File: src/rtl/mii_pkg.sv
`timescale 1ns / 1ps
// ----------------------------------------------------------------------------
// mii_pkg
// Shared types and constants of the masked integral image block.
// ----------------------------------------------------------------------------
package mii_pkg;

    localparam int MAX_WIDTH_DEF = 4096;

    // configuration register indexes
    localparam logic [1:0] CFG_LINE_WIDTH   = 2'd0;
    localparam logic [1:0] CFG_FILL_OUTSIDE = 2'd1;
    localparam logic [1:0] CFG_COUNT_MODE   = 2'd2;

    localparam int CFG_DATA_W = 13;

    localparam logic [12:0] LINE_WIDTH_RST   = 13'd640;
    localparam logic        FILL_OUTSIDE_RST = 1'b1;
    localparam logic        COUNT_MODE_RST   = 1'b0;

    // result queue between the column store and the output port
    localparam int OUT_DEPTH = 3;

    typedef struct packed {
        logic [31:0] sum;
        logic        written;
        logic        line_end;
    } t_out_word;

endpackage

File: src/rtl/mii_out_fifo.sv
`timescale 1ns / 1ps
// ----------------------------------------------------------------------------
// mii_out_fifo
// Small result queue; absorbs words in flight while the output stalls.
// ----------------------------------------------------------------------------
module mii_out_fifo (
    input  logic                  i_clk,
    input  logic                  i_rst_n,
    input  logic                  i_push,
    input  mii_pkg::t_out_word    i_word,
    input  logic                  i_pop,
    output mii_pkg::t_out_word    o_word,
    output logic [1:0]            o_count
);
    import mii_pkg::*;

    localparam logic [1:0] LAST_SLOT = 2'(OUT_DEPTH - 1);

    t_out_word  r_slot [OUT_DEPTH];
    logic [1:0] r_wr_ptr, n_wr_ptr;
    logic [1:0] r_rd_ptr, n_rd_ptr;
    logic [1:0] r_count, n_count;

    always_comb begin
        n_wr_ptr = r_wr_ptr;
        n_rd_ptr = r_rd_ptr;
        n_count  = r_count;
        if (i_push) begin
            n_wr_ptr = (r_wr_ptr == LAST_SLOT) ? 2'd0 : r_wr_ptr + 2'd1;
        end
        if (i_pop) begin
            n_rd_ptr = (r_rd_ptr == LAST_SLOT) ? 2'd0 : r_rd_ptr + 2'd1;
        end
        case ({i_push, i_pop})
            2'b10:   n_count = r_count + 2'd1;
            2'b01:   n_count = r_count - 2'd1;
            default: n_count = r_count;
        endcase
    end

    always_ff @(posedge i_clk) begin
        if (!i_rst_n) begin
            r_wr_ptr <= '0;
            r_rd_ptr <= '0;
            r_count  <= '0;
        end else begin
            r_wr_ptr <= n_wr_ptr;
            r_rd_ptr <= n_rd_ptr;
            r_count  <= n_count;
        end
    end

    always_ff @(posedge i_clk) begin
        if (i_push) begin
            r_slot[r_wr_ptr] <= i_word;
        end
    end

    assign o_word  = r_slot[r_rd_ptr];
    assign o_count = r_count;

endmodule

File: config.mk
export PLATFORM = sky130hd
export DESIGN_NAME = mii_out_fifo
export DESIGN_NICKNAME = d
export VERILOG_FILES = /design/src/rtl/mii_pkg.sv /design/src/rtl/mii_out_fifo.sv
export SDC_FILE = /design/constraint.sdc
export NUM_CORES = 1
export LEC_CHECK = 0
export ABC_AREA = 1
export BUFFER_PORTS_ARGS = -buffer_cell sky130_fd_sc_hd__buf_2
export CORE_ASPECT_RATIO = 0.6
export CORE_MARGIN = 2
export CORE_UTILIZATION = 50
export CTS_CLUSTER_SIZE = 25
export DETAILED_ROUTE_END_ITERATION = 7
export MAX_ROUTING_LAYER = met4
export PLACE_DENSITY = 0.73
export SYNTH_ARGS = -nofsm -noshare
export SYNTH_HDL_FRONTEND = slang
export SYNTH_SLANG_ARGS = --single-unit
File: constraint.sdc
create_clock -name i_clk -period 6.2 [get_ports i_clk]
set_input_delay 1.24 -clock i_clk [delete_from_list [all_inputs] [get_ports i_clk]]
set_output_delay 1.24 -clock i_clk [all_outputs]
set_load 0.02 [all_outputs]
==> impl_results.md <==
- Peak VDD IR: roughly 0.17 mV
- Startpoint types: flip-flop
- Post-synth top area cell: edfxtp_1
- Critical Path End Type: primary output
- Ranking of synthesized cells by area: edfxtp_1 73%, a21oi_1 7.8%, dfxtp_1 3.8%
- Post-Syn Area per Cell: around 14 um^2
- Die H: about 75 um
- Hpwl dp: 4420 um
- Layout area overhead: 16.4%
- PnR worst setup slack: about 3.1 ns
- DR WL/cell: 15.9 um
- Floorplan core area: 7980 um^2
- Max incr delay on CP: roughly 0.83 ns
- Overall Global Routing Usage: 18.6%
- WS Path Type: reg2out
- Largest net degree at the start of global routing: 36
- Clk_lat worst skew: ~0.34 ns
- # resized after CTS: 0
- Status: complete, no violations
- Final min period: 3.10 ns
- Std cell rows: 25
- Clock sinks: between 100 and 150
- Achievable Freq: 0.323 GHz
- Leak: 1.84 nW
- Synthesized Nets: ~340
- Hold_buf cts: 0
- Clock buffer depth: 2
- Switch Pwr: around 0.4 mW
- Chip Width: ~120 um
- Worst hold margin: between 0.4 and 0.5 ns
- Syn Inst Count: between 200 and 300
- Fraction of layout cells with a size suffix above 1: a little over a quarter
- Unrepaired setup endpoints after global routing: false
- Switching share of power: about a quarter
- IO Port Bufs: 73
- Post-synthesis sequential area ratio: about 77%
- #FFs+latches synth: 110
- Number of top-level pins: between 70 and 80
- Worst Path Buf+Inv: 2
- Worst Clk Skew: about 0.0031 ns
- # DRC: 0
- Crit path max-delay family: flip-flops
- Number of global-route vias before repair: between 2k and 2.5k
- Pre-CTS setup slack: around 3.5 ns
- Final setup TNS: 0 ns
- Final Cycle Share: roughly half
- Max Slew Vio Count: 0
- Root Buffer Master: clkbuf_16
- Hold Crit Class: reg2reg
- Yosys warns: 0
- Placement-stage cell area: around 4500 um^2
- Crit path max-delay cell type: dfxtp_2
- Internal Pwr Total: approximately 1.3 mW
- Slew @ Worst Pin: around 0.81 ns
- Most used flip-flop cell after synthesis: edfxtp_1
- Gp weighted congestion: between 0.7 and 0.8
- Final Hold Viols: 0
- Cell count along the critical path: 4
- H-tree levels: 3
- Die Area: around 9100 um^2
- CTS tree: yes
- First-pass DRT Iterations: 4
- Initial antenna violation count: 0
- EDFF count, synth: roughly 100
- Initial Utilization: roughly 52%
- Worst hold path stage count: 2
- Clock buffer count from CTS: 9
- GRT overflow: 0
- Slew HR: 46.0%
- CP Cell Sequence: inv_6 -> nor2_1 -> a21oi_2 -> buf_2
- CTS clock-pin slew for the worst setup and hold paths: 0.06 ns
- Reg2reg path depth: 4
- Setup repair bufs after CTS: 0
- Top cell type's share of synthesized area: between 70% and 80%
- Antenna cells: 0
- Unique masters post-synth: 19
- Vias: 2495
- First-pass GRT wire length: 11800 um
- Average via count per standard cell: approximately 5.2
- Power Density: around 340 nW/um^2
- Fin area: ~4900 um^2
- Antenna-violating nets left: 0
- Largest fanout on the critical path: 35
- Clock power share: about a third
- Reg power frac: 52.9%
- MaxCap Viol Count: 0
- Comb pwr share: 12.6%
- WP data arrival: ~1.9 ns
- Core Util, Final: 60.8%
- Syn Std Cell Area: 4170 um^2
- Fraction of registers with async set or reset after synthesis: 0%
- Nets: roughly 410
- DRT Wirelength: roughly 7700 um
- Initial DRC Count: 263
- Worst EP required: around 5.0 ns
- Endpoints failing setup: 0
-- final cells by class --
type / instances / area (um^2)
clock buffer: 13 / 260
clock inverter: 3 / 42.5
fill: 627 / 3120
inverter: 11 / 53.8
multi-input combinational: 161 / 747
sequential: 110 / 3230
tap: 108 / 135
timing repair buffer: 76 / 388
-- cell usage in the layout (no fill, tap or decap) --
| master | count |
|---|---|
| inv_6 | 1 |
| clkinv_2 | 1 |
| nor3_2 | 1 |
| edfxtp_1 | 102 |
| xnor2_1 | 1 |
| clkbuf_8 | 2 |
| clkbuf_1 | 2 |
| inv_1 | 9 |
| buf_4 | 3 |
| dfxtp_1 | 6 |
| dfxtp_2 | 2 |
| inv_8 | 1 |
| buf_2 | 73 |
| clkinvlp_4 | 1 |
| a21oi_1 | 65 |
| nand4_1 | 1 |
| o21ai_0 | 1 |
| a21oi_2 | 7 |
| ha_1 | 1 |
| bufinv_16 | 1 |
| nand2_1 | 42 |
| nand3_1 | 2 |
| clkbuf_16 | 9 |
| nor2_1 | 40 |
-- Yosys cell counts (all sizes together) (2+ instances only) --
library cell,n
inv,11
clkbuf,2
nand2,42
nor2,40
buf,12
dfxtp,8
edfxtp,102
nand3,2
a21oi,72
-- worst reg2reg max path, cell delays in order (launching register included) --
cell and delay (ns):
dfxtp_1 0.31, inv_1 0.09, nand3_1 0.11, inv_1 0.07
buf_4 0.42
-- stage by stage --
stage	total power [mW]	std cells
CTS	1.66	482
floorplan	1.03	296
global route	1.71	482
finish	1.65	482
global placement	1.09	466
detailed placement	1.10	466
-- per-layer routing --
layer	routed length [um]	global-route usage [%]	part of all wire, %	vias up
li1	-	-	-	1202
met1	3710	24.7	48	1174
met2	3230	26.7	42	110
met3	655	6.74	8.5	9
met4	87	6.51	1.1	0
met5	0	-	0	-
-- power groups by stage --
| stage | Sequential (mW) | Clock [mW] | Combinational [mW] |
|---|---|---|---|
| 5_1_grt | 0.877 | 0.603 | 0.229 |
| 2_1_floorplan | 0.874 | 0 | 0.155 |
| 4_1_cts | 0.872 | 0.580 | 0.210 |
| 3_3_place_gp | 0.887 | 0 | 0.206 |
| 3_5_place_dp | 0.888 | 0 | 0.209 |
| 6_report | 0.872 | 0.569 | 0.208 |
-- sequential cells by signal, indices dropped and copies added, names as in the netlist, named ones only --
signal / count
r_wr_ptr: 2
o_count: 2
r_slot: 102
r_rd_ptr: 2
-- final timing paths --
kind / startpoint / to / slack, ns
hold / removal: r_wr_ptr[1] / r_wr_ptr[1] / 0.47
hold reg to reg: r_wr_ptr[1] / r_wr_ptr[1] / 0.47
setup / recovery: flip-flop / o_word[9] / 3.10
setup reg to reg: r_wr_ptr[1] / r_slot[0][1] / 4.80
-- cells by family (layout without fill, tap and decap cells) --
family | count (synthesis) | count (layout) | synth area share (%)
xor+xnor | 1 | 1 | 0.210
fa+ha+maj | 1 | 1 | 0.300
buf+inv | 25 | 103 | 4.92
flops | 110 | 110 | 77.3
simple gates | 86 | 86 | 7.89
compound gates | 73 | 73 | 9.39
No activity file was read; power rests on OpenSTA's default activity.
